$ cat config.mk
export PLATFORM = sky130hd
export DESIGN_NAME = carnival_date_from_year_unit
export DESIGN_NICKNAME = d
export VERILOG_FILES = /design/src/rtl/core/carn_pkg.sv /design/src/rtl/core/carn_dp.sv /design/src/rtl/core/carn_ctrl.sv /design/src/rtl/core/carnival_date_from_year_unit.sv
export SDC_FILE = /design/constraint.sdc
export NUM_CORES = 1
export LEC_CHECK = 0
export BUFFER_PORTS_ARGS = -buffer_cell sky130_fd_sc_hd__buf_4
export CORE_UTILIZATION = 60
export CTS_CLUSTER_SIZE = 16
export DETAILED_ROUTE_END_ITERATION = 10
export PLACE_DENSITY = 0.83
export SYNTH_ARGS = -nofsm -noshare
export SYNTH_HDL_FRONTEND = slang
export SYNTH_HIERARCHICAL = 1
export SYNTH_SLANG_ARGS = --single-unit
export TNS_END_PERCENT = 100
$ cat constraint.sdc
create_clock -name clk_i -period 22.8 [get_ports clk_i]
set_clock_uncertainty 0.2 [all_clocks]
set_input_delay 4.56 -clock clk_i [delete_from_list [all_inputs] [get_ports clk_i]]
set_output_delay 4.56 -clock clk_i [all_outputs]
set_load 0.01 [all_outputs]
$ cat src/rtl/core/carn_pkg.sv
package carn_pkg;

  // valid year range
  localparam logic [11:0] YearMin = 12'd1900;
  localparam logic [11:0] YearMax = 12'd2099;

  // gauss constants for the gregorian calendar
  localparam logic [8:0] GaussM = 9'd24;
  localparam logic [7:0] GaussN = 8'd5;

  // days counted back from easter sunday
  localparam logic [6:0] ShroveBack = 7'd47;
  localparam logic [6:0] FatThuBack = 7'd52;

  // mode codes
  localparam logic ModeShrove = 1'b0;
  localparam logic ModeFatThu = 1'b1;

  // commands from the controller to the datapath
  typedef struct packed {
    logic load;      // capture year and mode
    logic mod_step;  // year mod 19 and mod 7
    logic d_step;    // d term
    logic e_step;    // e term
    logic doy_step;  // easter and day of year minus offset
    logic res_step;  // write the result register
  } carn_cmd_t;

endpackage

$ cat src/rtl/core/carn_dp.sv
module carn_dp import carn_pkg::*; (
  input  logic        clk_i,
  input  carn_cmd_t   cmd_i,
  input  logic [11:0] year_i,
  input  logic        mode_i,
  output logic [4:0]  day_o,
  output logic [1:0]  month_o,
  output logic        year_out_of_range_o
);

  // v mod 19 for 8-bit v: reciprocal estimate then one correction
  function automatic logic [4:0] mod19(input logic [7:0] v);
    logic [12:0] p;
    logic [4:0]  q;
    logic [7:0]  r;
    p = {5'd0, v} * 13'd13;
    q = p[12:8];
    r = v - ({3'd0, q} * 8'd19);
    if (r >= 8'd19) begin
      r = r - 8'd19;
    end
    return r[4:0];
  endfunction

  // v mod 7 for 9-bit v
  function automatic logic [2:0] mod7(input logic [8:0] v);
    logic [15:0] p;
    logic [6:0]  q;
    logic [8:0]  r;
    p = {7'd0, v} * 16'd73;
    q = p[15:9];
    r = v - ({2'd0, q} * 9'd7);
    if (r >= 9'd7) begin
      r = r - 9'd7;
    end
    return r[2:0];
  endfunction

  // v mod 30 for 9-bit v
  function automatic logic [4:0] mod30(input logic [8:0] v);
    logic [13:0] p;
    logic [4:0]  q;
    logic [8:0]  r;
    p = {5'd0, v} * 14'd17;
    q = p[13:9];
    r = v - ({4'd0, q} * 9'd30);
    if (r >= 9'd30) begin
      r = r - 9'd30;
    end
    return r[4:0];
  endfunction

  logic [11:0] year_q;
  logic        mode_q;
  logic        oor_q;
  logic        leap_q;
  logic [4:0]  a_q;
  logic [2:0]  c_q;
  logic [4:0]  d_q;
  logic [2:0]  e_q;
  logic [6:0]  t_q;
  logic [4:0]  day_q;
  logic [1:0]  month_q;
  logic        flag_q;

  logic [7:0]  yoff;
  logic [8:0]  d_arg;
  logic [8:0]  e_arg;
  logic [4:0]  feb;
  logic [5:0]  s;
  logic [4:0]  eday;
  logic        emar;
  logic [6:0]  doy;
  logic [6:0]  back;

  // year offset from the start of the valid range; not masked, out-of-range years are zeroed at the result step
  assign yoff  = 8'(year_q - YearMin);
  assign d_arg = ({4'd0, a_q} * 9'd19) + GaussM;
  assign e_arg = {6'd0, year_q[1:0], 1'b0} + {4'd0, c_q, 2'b00}
               + ({4'd0, d_q} * 9'd6) + {1'b0, GaussN};
  assign feb   = leap_q ? 5'd29 : 5'd28;
  assign s     = {1'b0, d_q} + {3'd0, e_q};
  assign back  = (mode_q == ModeFatThu) ? FatThuBack : ShroveBack;

  // easter sunday with the two april exceptions
  always_comb begin
    emar = (s < 6'd10);
    if (emar) begin
      eday = 5'(s + 6'd22);
    end else begin
      eday = 5'(s - 6'd9);
      if (eday == 5'd26) begin
        eday = 5'd19;
      end
      if (eday == 5'd25 && d_q == 5'd28 && e_q == 3'd6 && a_q > 5'd10) begin
        eday = 5'd18;
      end
    end
    doy = 7'd31 + {2'd0, feb} + (emar ? {2'd0, eday} : 7'd31 + {2'd0, eday});
  end

  // step registers
  always_ff @(posedge clk_i) begin
    if (cmd_i.load) begin
      year_q <= year_i;
      mode_q <= mode_i;
      oor_q  <= (year_i < YearMin) || (year_i > YearMax);
      // within range only 2000 is a century leap year, 1900 is not
      leap_q <= (year_i[1:0] == 2'd0) && (year_i != YearMin);
    end
    if (cmd_i.mod_step) begin
      a_q <= mod19(yoff);
      // the range starts at 3 mod 7
      c_q <= mod7({1'b0, yoff} + 9'd3);
    end
    if (cmd_i.d_step) begin
      d_q <= mod30(d_arg);
    end
    if (cmd_i.e_step) begin
      e_q <= mod7(e_arg);
    end
    if (cmd_i.doy_step) begin
      t_q <= doy - back;
    end
    if (cmd_i.res_step) begin
      flag_q <= oor_q;
      if (oor_q) begin
        day_q   <= 5'd0;
        month_q <= 2'd0;
      end else if (t_q <= 7'd31) begin
        day_q   <= t_q[4:0];
        month_q <= 2'd1;
      end else if (t_q <= 7'd31 + {2'd0, feb}) begin
        day_q   <= 5'(t_q - 7'd31);
        month_q <= 2'd2;
      end else begin
        day_q   <= 5'(t_q - 7'd31 - {2'd0, feb});
        month_q <= 2'd3;
      end
    end
  end

  assign day_o               = day_q;
  assign month_o             = month_q;
  assign year_out_of_range_o = flag_q;

endmodule

$ cat src/rtl/core/carn_ctrl.sv
module carn_ctrl import carn_pkg::*; (
  input  logic      clk_i,
  input  logic      rst_ni,
  input  logic      in_valid_i,
  output logic      in_ready_o,
  output logic      out_valid_o,
  input  logic      out_ready_i,
  output carn_cmd_t cmd_o
);

  typedef enum logic [2:0] {
    StIdle,
    StMod,
    StD,
    StE,
    StDoy,
    StRes
  } state_e;

  state_e state_q;
  logic   out_valid_q;
  logic   res_go;

  // result may be written once the output register is free or draining
  assign res_go = (state_q == StRes) && (!out_valid_q || out_ready_i);

  always_comb begin
    cmd_o          = '0;
    cmd_o.load     = in_valid_i && (state_q == StIdle);
    cmd_o.mod_step = (state_q == StMod);
    cmd_o.d_step   = (state_q == StD);
    cmd_o.e_step   = (state_q == StE);
    cmd_o.doy_step = (state_q == StDoy);
    cmd_o.res_step = res_go;
  end

  // sequencer and output valid
  always_ff @(posedge clk_i or negedge rst_ni) begin
    if (!rst_ni) begin
      state_q     <= StIdle;
      out_valid_q <= 1'b0;
    end else begin
      unique case (state_q)
        StIdle: begin
          if (in_valid_i) begin
            state_q <= StMod;
          end
        end
        StMod: state_q <= StD;
        StD:   state_q <= StE;
        StE:   state_q <= StDoy;
        StDoy: state_q <= StRes;
        StRes: begin
          if (res_go) begin
            state_q <= StIdle;
          end
        end
        default: state_q <= StIdle;
      endcase
      if (res_go) begin
        out_valid_q <= 1'b1;
      end else if (out_ready_i) begin
        out_valid_q <= 1'b0;
      end
    end
  end

  assign in_ready_o  = (state_q == StIdle);
  assign out_valid_o = out_valid_q;

endmodule

$ cat src/rtl/core/carnival_date_from_year_unit.sv
// Carnival date unit: takes a Gregorian year and a mode and returns the day and month of
// Shrove Tuesday (mode 0, Easter minus 47 days) or Fat Thursday (mode 1, minus 52 days),
// with Easter found by the Gauss method (M = 24, N = 5) and its April exceptions. Years
// outside 1900 to 2099 give day 0, month 0 and the out-of-range flag. One item is worked
// at a time through a five-step sequencer (mod 19 and mod 7, d, e, day of year, month
// split); the result step waits while an earlier result is still unread. The result
// sits in an output register, so the next item is taken while an earlier result still
// waits to be read.
module carnival_date_from_year_unit import carn_pkg::*; (
  input  logic        clk_i,
  input  logic        rst_ni,
  input  logic        in_valid_i,
  output logic        in_ready_o,
  input  logic [11:0] year_i,
  input  logic        mode_i,
  output logic        out_valid_o,
  input  logic        out_ready_i,
  output logic [4:0]  day_o,
  output logic [1:0]  month_o,
  output logic        year_out_of_range_o
);

  carn_cmd_t cmd;

  // sequencer
  carn_ctrl u_ctrl (
    .clk_i       (clk_i),
    .rst_ni      (rst_ni),
    .in_valid_i  (in_valid_i),
    .in_ready_o  (in_ready_o),
    .out_valid_o (out_valid_o),
    .out_ready_i (out_ready_i),
    .cmd_o       (cmd)
  );

  // arithmetic steps and result register
  carn_dp u_dp (
    .clk_i               (clk_i),
    .cmd_i               (cmd),
    .year_i              (year_i),
    .mode_i              (mode_i),
    .day_o               (day_o),
    .month_o             (month_o),
    .year_out_of_range_o (year_out_of_range_o)
  );

endmodule

After elaboration in Yosys (flattened, before gate mapping)
Cells that the tools add are included.
{"block": "classes", "n_addsub": 23, "n_mul": 10, "order_cmp": 10, "n_eq_ne": 12, "n_mux": 20, "reduce_logical": 14}
{"cell": "5-bit two-way mux", "n": 9}
{"cell": "9-bit by 7-bit multiplier with 16-bit output, second input constant", "n": 2}
{"cell": "9-bit subtractor", "n": 3}
{"cell": "9-bit by 3-bit >= comparator with 1-bit output, second input constant", "n": 2}
{"cell": "7-bit by 3-bit multiplier with 9-bit output, second input constant", "n": 2}
{"cell": "3-bit case mux with 6 select lines", "n": 1}
{"cell": "5-bit equality test, second input constant", "n": 3}
{"cell": "5-bit subtractor, second input constant", "n": 3}
{"cell": "9-bit by 5-bit multiplier with 14-bit output, second input constant", "n": 1}
{"cell": "5-bit by 5-bit adder with 6-bit output, first input constant", "n": 2}
{"cell": "12-bit greater-than comparator, second input constant", "n": 1}
{"cell": "12-bit by 11-bit < comparator with 1-bit output, second input constant", "n": 1}
{"cell": "8-bit by 4-bit multiplier with 12-bit output, second input constant", "n": 1}
{"cell": "3-bit two-way mux", "n": 4}
{"cell": "12-bit by 11-bit != test with 1-bit output, second input constant", "n": 1}
{"cell": "8-bit by 2-bit adder with 9-bit output, second input constant", "n": 1}
{"cell": "9-bit by 3-bit adder with 9-bit output, second input constant", "n": 1}
{"cell": "9-bit by 5-bit adder with 9-bit output, second input constant", "n": 1}
{"cell": "9-bit by 8-bit adder with 9-bit output", "n": 1}
{"cell": "3-bit equality test, second input constant", "n": 3}
{"cell": "9-bit by 5-bit >= comparator with 1-bit output, second input constant", "n": 1}
{"cell": "5-bit by 5-bit multiplier with 9-bit output, second input constant", "n": 1}
{"cell": "8-bit by 5-bit >= comparator with 1-bit output, second input constant", "n": 1}
{"cell": "4-bit by 5-bit multiplier with 8-bit output, second input constant", "n": 1}
{"cell": "other kinds (30)", "n": 42}
{"block": "totals", "regBits": 46, "output_inout_bits": 10, "word_cells": 104}

Depth between registers and ports, before layout
Gate-level depths: netlist of run 1.
{"block": "depth", "depth_word": 15, "mapped_depth": 37, "depth_no_buf": 37}

By module
The synthesis of run 1 kept the hierarchy.
{"mod": "carn_dp", "instances": 1, "cells_each": 969, "area_per_inst_um2": 8859.7, "seq_area_each_um2": 1261.2}
{"mod": "carn_ctrl", "instances": 1, "cells_each": 27, "area_per_inst_um2": 251.5, "seq_area_each_um2": 100.1}

Least setup slack after synthesis of run 1
Ideal clock, no wire load.
{"block": "synth_timing", "kind": "reg-to-reg", "start": "register u_dp.d_q[1]", "end": "register u_dp.e_q[1], data pin", "setup_ns": 0.260, "arrival_time_ns": 7.929, "required_time_ns": 22.340, "setup_slack_ns": 14.411, "stages_incl_launch_ff": 32, "path_buffers": 0, "path_cell_list": "edfxtp_1 ha_1 fa_1 xor2_1 ha_1 ha_1 fa_1 xnor2_1 inv_1 ha_1 ha_1 inv_1 fa_1 inv_1 ha_1 or3_1 o221a_2 nor2b_1 xnor2_1 inv_1 ha_1 xor2_1 fa_1 inv_1 ha_1 o21ai_0 a21oi_1 o22ai_1 or4_1 nor3_1 mux2i_1 mux2_2"}
{"block": "synth_via", "elab_chain_len": 8, "word_cells_on_any_way": 9, "classes_between": "add/sub (4); mul (3); order compare (1); mux (1)"}
{"item": "start, declared", "line_no": "carn_dp.sv:59", "rtl": "logic [4:0] d_q;"}
{"item": "start signal, assigned", "line_no": "carn_dp.sv:117", "rtl": "d_q <= mod30(d_arg);"}
{"item": "5-bit by 2-bit multiplier with 7-bit output *", "line_no": "carn_dp.sv:80", "rtl": "+ ({4'd0, d_q} * 9'd6) + {1'b0, GaussN};"}
{"item": "9-bit by 8-bit adder with 9-bit output *", "line_no": "carn_dp.sv:80"}
{"item": "9-bit by 3-bit adder with 9-bit output *", "line_no": "carn_dp.sv:80"}
{"item": "9-bit by 7-bit multiplier with 16-bit output", "line_no": "carn_dp.sv:30", "rtl": "p = {7'd0, v} * 16'd73;"}
{"item": "7-bit by 3-bit multiplier with 9-bit output", "line_no": "carn_dp.sv:32", "rtl": "r = v - ({2'd0, q} * 9'd7);"}
{"item": "9-bit subtractor *", "line_no": "carn_dp.sv:32"}
{"item": "9-bit by 3-bit >= comparator with 1-bit output / 3-bit subtractor (equally long branches)", "line_no": "carn_dp.sv:33, carn_dp.sv:34"}
{"item": "3-bit two-way mux *", "line_no": "carn_dp.sv:33", "rtl": "if (r >= 9'd7) begin"}
{"item": "end signal, assigned", "line_no": "carn_dp.sv:120", "rtl": "e_q <= mod7(e_arg);"}
{"item": "end, declared", "line_no": "carn_dp.sv:60", "rtl": "logic [2:0] e_q;"}
Mark *: on every way between the ends. The rest lies on a longest branch, timed or not.
A chain may end at the register's enable or synchronous reset.

Worst setup path after layout of run 1
Ends and elaborated chain as after synthesis.

==> qor.txt, run 1 <==
CP max stage cell: or4_1
Period utilization: 39.3%
Delay of the slowest cell on the worst path: 0.61 ns
Multi-input combinational cell area: 0.00708 mm²
Worst hold margin: 0.339 ns
DIE AREA: 0.0157 mm²
Kind of start point of the critical path: flip-flop
Total count of hold-check failures in the final report: 0
Number of enable-type register cells in the synthesized netlist: 42
Number of CTS-inserted buffers: 5
CP Max Fanout: 6
Seq cells post-synth: 46
Ratio of routed vias to standard cells: 5.76
Max-cap check violation count: 0
Fraction of final layout cells sized beyond drive strength 1: 6.77%
Uppermost metal layer occupied by signal nets: met4
Worst reg-to-reg path cell count: 31
Worst R2R End: u_dp/e_q[1]
Number of antenna violations at the first check in global routing: 0
Total DRC errors in the routed layout: 4
Worst Setup End Kind: flip-flop
Number of placement rows: 44
Asr flop ratio synth: 8.70%
Worst Hold Endpoint: u_ctrl/out_valid_o
Critical Path RT: 22.65 ns
Floorplan die height: 125 µm
Number of buffers added on ports: 26
Flop-to-flop setup slack: 13.83 ns
Total via count after detailed routing: 6927
DPL Wire Length: 14400 µm
Worst relative slew slack: 29.8%
Setup repair after global routing missed its margin: false
Root buffer cell: clkbuf_16
Total wirelength of the detailed-routed design: 17100 µm
Number of warnings reported in the yosys synthesis log: 6
Number of unique standard cell types used by synthesis: 85
Top cells by instance count after synthesis: 206 x ha_1, 160 x inv_1, 65 x xnor2_1
Vias in the first global route: 6946
Endpoint arrival time on the critical path: 8.82 ns
Startpoint of the tightest hold check path: u_ctrl/out_valid_o
Global-route wire length before repair: 29400 µm
Most common cell on crit path: ha_1
Fmax achieved: 111 MHz
Post-CTS clock slew at the launch and capture registers of the worst setup and hold paths: 0.07 ns
Ranking of synthesized cells by area: ha_1 28%, edfxtp_1 14%, fa_1 10%, inv_1 6.6%, xnor2_1 6.2%
Number of buffers inserted by post-CTS setup repair: 0
WL met2: 8820 µm
Number of buffers inserted by hold repair at cts: 0
Fill cell total of the finished layout: 1162
Number of antenna cells inserted: 0
Slew at the pin with the worst max-slew slack: 1.05 ns
Gp weighted congestion: 0.831
Global-route usage over all layers: 22.3%
Post-route antenna net violation count: 0
Area leader, netlist: ha_1
Worst hold stages: 2
Synth-to-Final Area Change: 5.55%
Largest net degree at the start of global routing: 16
Initial Util: 62.0%
Total number of clock tree sinks: 46
Placeable core region: 0.0147 mm²
Wire length the detailed router placed on met1: 7680 µm
Failing checks: design-rule violations
Net count of the finished layout: 1287
Final slew viol count: 0
Start point of the critical path: u_dp/d_q[1]
Post-layout min period: 8.97 ns
Drt first-iter violations: 321
Final setup vio count: 0
Setup TNS: 0 ns
Path type of the worst min-delay path: flip-flop to flip-flop
Sequential cell area: 0.00136 mm²
Synthesized instance count: 996
Pre-antenna DRT Iters: 8
Top delay family on crit path: adder cells
Die outline width: 125 µm
I/O Pins: 27
H-tree depth: 2
TritonCTS clock tree: yes
Post-synthesis sequential area ratio: 14.9%
Result of the run: complete, but fails checks
Crit path buf inv count: 4
Gr ovfl total: 0
Syn nets: 1265
Syn avg cell area: 9.15 µm²
Buffer levels on the longest clock path: 2
Worst flop-to-flop path startpoint: u_dp/d_q[1]
Crit Path Category: flip-flop to flip-flop
Routed wire length on met3: 345 µm
Clock latency reported for the late side of the worst-skew pair: 0.29 ns
Most common cell in the synthesized netlist: ha_1
Synth Flop Type: edfxtp_1
Mean routed wirelength per cell: 14.2 µm
Cells resized by post-CTS repair: 0
Post-synth top area share: 28.3%
Cell Area, Synth: 0.00911 mm²
-- cell families (layout without fill, tap and decap cells) --
group	count (synthesis)	in the layout	synth area share (%)
AOI/OAI and AO/OA	199	199	15.0
DFF	46	46	14.9
xor gates and xnor gates	101	101	10.0
buffers and inverters	172	195	7.36
muxes	17	17	2.07
adders and majority gates	254	254	38.6
and+or+nand+nor	207	207	12.0
-- worst max path at each step --
stage,endpoint,slack [ns],cells past startpoint
floorplan,u_dp/e_q[1],14.41,31
global placement,u_dp/e_q[1],14.05,31
detailed placement,u_dp/e_q[1],13.85,31
CTS,u_dp/e_q[1],13.84,31
global route,u_dp/e_q[1],13.34,31
finish,u_dp/e_q[1],13.83,31
-- worst reg2reg max path, delay by kind of cell, from the launching register on --
kind	cells	cell delay [ns]
AO/OA/AOI/OAI	5	0.82
XOR/XNOR	5	1.18
adder cells (fa/ha/maj)	11	3.99
AND/OR/NAND/NOR	4	1.34
flip-flops	1	0.52
multiplexers	2	0.43
buffers and inverters	4	0.26
-- metrics by stage --
stage / area, µm² / cells / util (%) / setup WS, ns
6_report: 9620 / 1203 / 65.4 / 13.83
3_5_place_dp: 9470 / 1195 / 64.4 / 13.85
4_1_cts: 9620 / 1203 / 65.4 / 13.84
5_1_grt: 9620 / 1203 / 65.4 / 13.34
2_1_floorplan: 9110 / 996 / - / 14.41
3_3_place_gp: 9470 / 1195 / 64.4 / 14.05
-- sequential cells by signal, indices dropped and copies added (netlist names) --
| name | cells |
|---|---|
| u_dp/d_q | 5 |
| u_ctrl/out_valid_o | 1 |
| u_dp/month_o | 2 |
| u_dp/t_q | 7 |
| u_dp/leap_q | 1 |
| u_dp/c_q | 3 |
| u_ctrl/state_q | 3 |
| u_dp/oor_q | 1 |
| u_dp/year_q | 8 |
| u_dp/day_o | 5 |
| u_dp/e_q | 3 |
| u_dp/mode_q | 1 |
| u_dp/year_out_of_range_o | 1 |
| u_dp/a_q | 5 |
-- cell usage in the layout (no fill, tap or decap), drive strengths merged, types with 5 or more instances in the layout --
cell and count:
o22ai 5, xnor2 66, nand2b 13, a31oi 9, nand3 11, o211ai 6
clkbuf 5, o21ai 35, nand2 38, a21oi 58, a21o 21, or3 9
and3 5, ha 206, and2 7, mux2 5, nor2b 17, nor3b 6
fa 46, nor2 51, mux2i 12, inv 161, or2 10, nor3 19
xor2 34, edfxtp 42, o21a 13, o21bai 7, buf 26
-- per-layer routing --
layer,GRT usage (%),vias up
li1,-,3503
met1,26.3,3315
met2,43.1,89
met3,2.44,20
met4,5.09,0
met5,0,-
-- cell type report --
type                            count  area share [%]
Sequential cell                    46            14.2
Timing Repair Buffer               26            2.03
Multi-Input combinational cell    778            73.6
Clock buffer                        5            1.30
Tap cell                          184            2.39
Clock inverter                      3           0.221
Inverter                          161            6.28
Power of run 1 is left out: the tool's default activity adds up to more than one toggle a clock period on the data nets, which glitch-free logic cannot reach.
==> inputs of run 2 (changes only) <==
CORE_UTILIZATION = 59   (was 60)
PLACE_DENSITY = 0.85   (was 0.83)
clock period = 8.1 ns   (was 22.8 ns; I/O delays follow)
==> qor.txt, run 2 (synthesized netlist as in run 1, its figures left out) <==
Global-route usage over all layers: 24.1%
Die outline width: 126 µm
Synth-to-Final Area Change: 17.5%
Initial Util: 60.2%
Fmax achieved: 122 MHz
Slew at the pin with the worst max-slew slack: 1.06 ns
Max-cap check violation count: 0
H-tree depth: 2
Total DRC errors in the routed layout: 0
Sequential cell area: 0.00136 mm²
Worst Setup End Kind: flip-flop
Gr ovfl total: 0
Delay of the slowest cell on the worst path: 0.58 ns
Largest register FFs: 8
Setup TNS: -0.182 ns
Post-layout min period: 8.19 ns
Drt first-iter violations: 306
Vias in the first global route: 7388
Post-CTS clock slew at the launch and capture registers of the worst setup and hold paths: 0.06 ns
Gp weighted congestion: 0.859
Fraction of final layout cells sized beyond drive strength 1: 19.5%
Final slew viol count: 0
Number of non-filler instances in the completed layout: 1276
CP Max Fanout: 4
Number of placement rows: 45
Endpoint arrival time on the critical path: 8.03 ns
DPL Wire Length: 15000 µm
Ratio of routed vias to standard cells: 5.85
Number of CTS-inserted buffers: 5
Post-route setup slack: -0.0921 ns
Final setup vio count: 3
Register with the most flip-flops: u_dp/year_q
Number of buffers added on ports: 26
Most common library cell in the layout ignoring fill and taps: ha_1
Total via count after detailed routing: 7461
Setup repair after global routing missed its margin: true
Kind of start point of the critical path: flip-flop
Multi-input combinational cell area: 0.00761 mm²
Global-route wire length before repair: 32100 µm
Fill cell total of the finished layout: 994
TritonCTS clock tree: yes
Most common cell on crit path: ha_4
Post-route antenna net violation count: 0
Floorplan die height: 126 µm
Crit Path Category: flip-flop to flip-flop
Placeable core region: 0.0151 mm²
Worst relative slew slack: 29.2%
Clock latency reported for the late side of the worst-skew pair: 0.28 ns
Pre-antenna DRT Iters: 5
Critical Path RT: 7.93 ns
Total count of hold-check failures in the final report: 0
I/O Pins: 27
Total number of clock tree sinks: 46
CP max stage cell: fa_2
Path type of the worst min-delay path: flip-flop to flip-flop
Result of the run: complete, but fails checks
Largest net degree at the start of global routing: 15
Root buffer cell: clkbuf_16
Buffer levels on the longest clock path: 2
Failing checks: negative setup slack
Period utilization: 101%
Total wirelength of the detailed-routed design: 20000 µm
Top library cells by usage in the layout, fill and taps aside: 186 x ha_1, 152 x inv_1, 91 x buf_4
Number of antenna violations at the first check in global routing: 0
Mean routed wirelength per cell: 15.7 µm
Number of antenna cells inserted: 0
Net count of the finished layout: 1356
Largest registers ranked by flip-flop count: u_dp/year_q: 8 flops, u_dp/t_q: 7 flops
Dpl cells: 1248
DIE AREA: 0.0159 mm²
run 2: layout make-up:
| cell class | instances | share of cell area, % |
|---|---|---|
| Multi-Input combinational cell | 778 | 71.1 |
| Sequential cell | 46 | 12.7 |
| Timing Repair Buffer | 95 | 6.80 |
| Inverter | 161 | 5.65 |
| Tap cell | 188 | 2.20 |
| Clock buffer | 6 | 1.20 |
| Clock inverter | 2 | 0.316 |
run 2: worst max-delay path, delay by kind of cell, from the launching register on:
family / cells / cell delay, ns
AOI/OAI and AO/OA: 6 / 1.01
xor gates and xnor gates: 3 / 0.56
muxes: 2 / 0.45
buffers and inverters: 4 / 0.42
adders and majority gates: 12 / 3.89
and+or+nand+nor: 4 / 0.96
DFF: 1 / 0.45
run 2: path summary, 6_finish.rpt:
| kind | slack [ns] | startpoint | endpoint | cells past startpoint |
|---|---|---|---|---|
| max in group asynchronous | 6.68 | rst_ni | u_ctrl/state_q[1] | 1 |
| min | 0.36 | u_ctrl/out_valid_o | u_ctrl/out_valid_o | 2 |
| max | -0.09 | u_dp/d_q[1] | u_dp/e_q[1] | 31 |
| min in group asynchronous | 0.92 | rst_ni | u_ctrl/out_valid_o | 1 |
| max reg2reg | -0.09 | u_dp/d_q[1] | u_dp/e_q[1] | 31 |
| min reg2reg | 0.36 | u_ctrl/out_valid_o | u_ctrl/out_valid_o | 2 |
run 2: layer usage:
metal / wire (µm) / track usage (%)
met1: 8180 / 27.9
met2: 10700 / 47.5
met3: 690 / 2.29
met5: 0 / 0
met4: 452 / 4.96
run 2: stage by stage:
step	setup WS, ns	utilization, %	hold slack, ns	cell area, µm²
2_1_floorplan	-0.00448	-	0.335	9210
3_3_place_gp	0.0616	65.6	0.311	9940
3_5_place_dp	-0.125	65.6	0.348	9940
4_1_cts	0.00793	68.1	0.363	10300
5_1_grt	-0.264	70.7	0.398	10700
6_report	-0.0921	70.7	0.356	10700
run 2: timing repair:
item                                    CTS  global route
gates resized for setup                  21            65
hold buffers                              0             0
pin swaps                                18            30
endpoints found under the setup margin    3            10
setup buffers                            13             9
Power of run 2 is left out for the same reason.
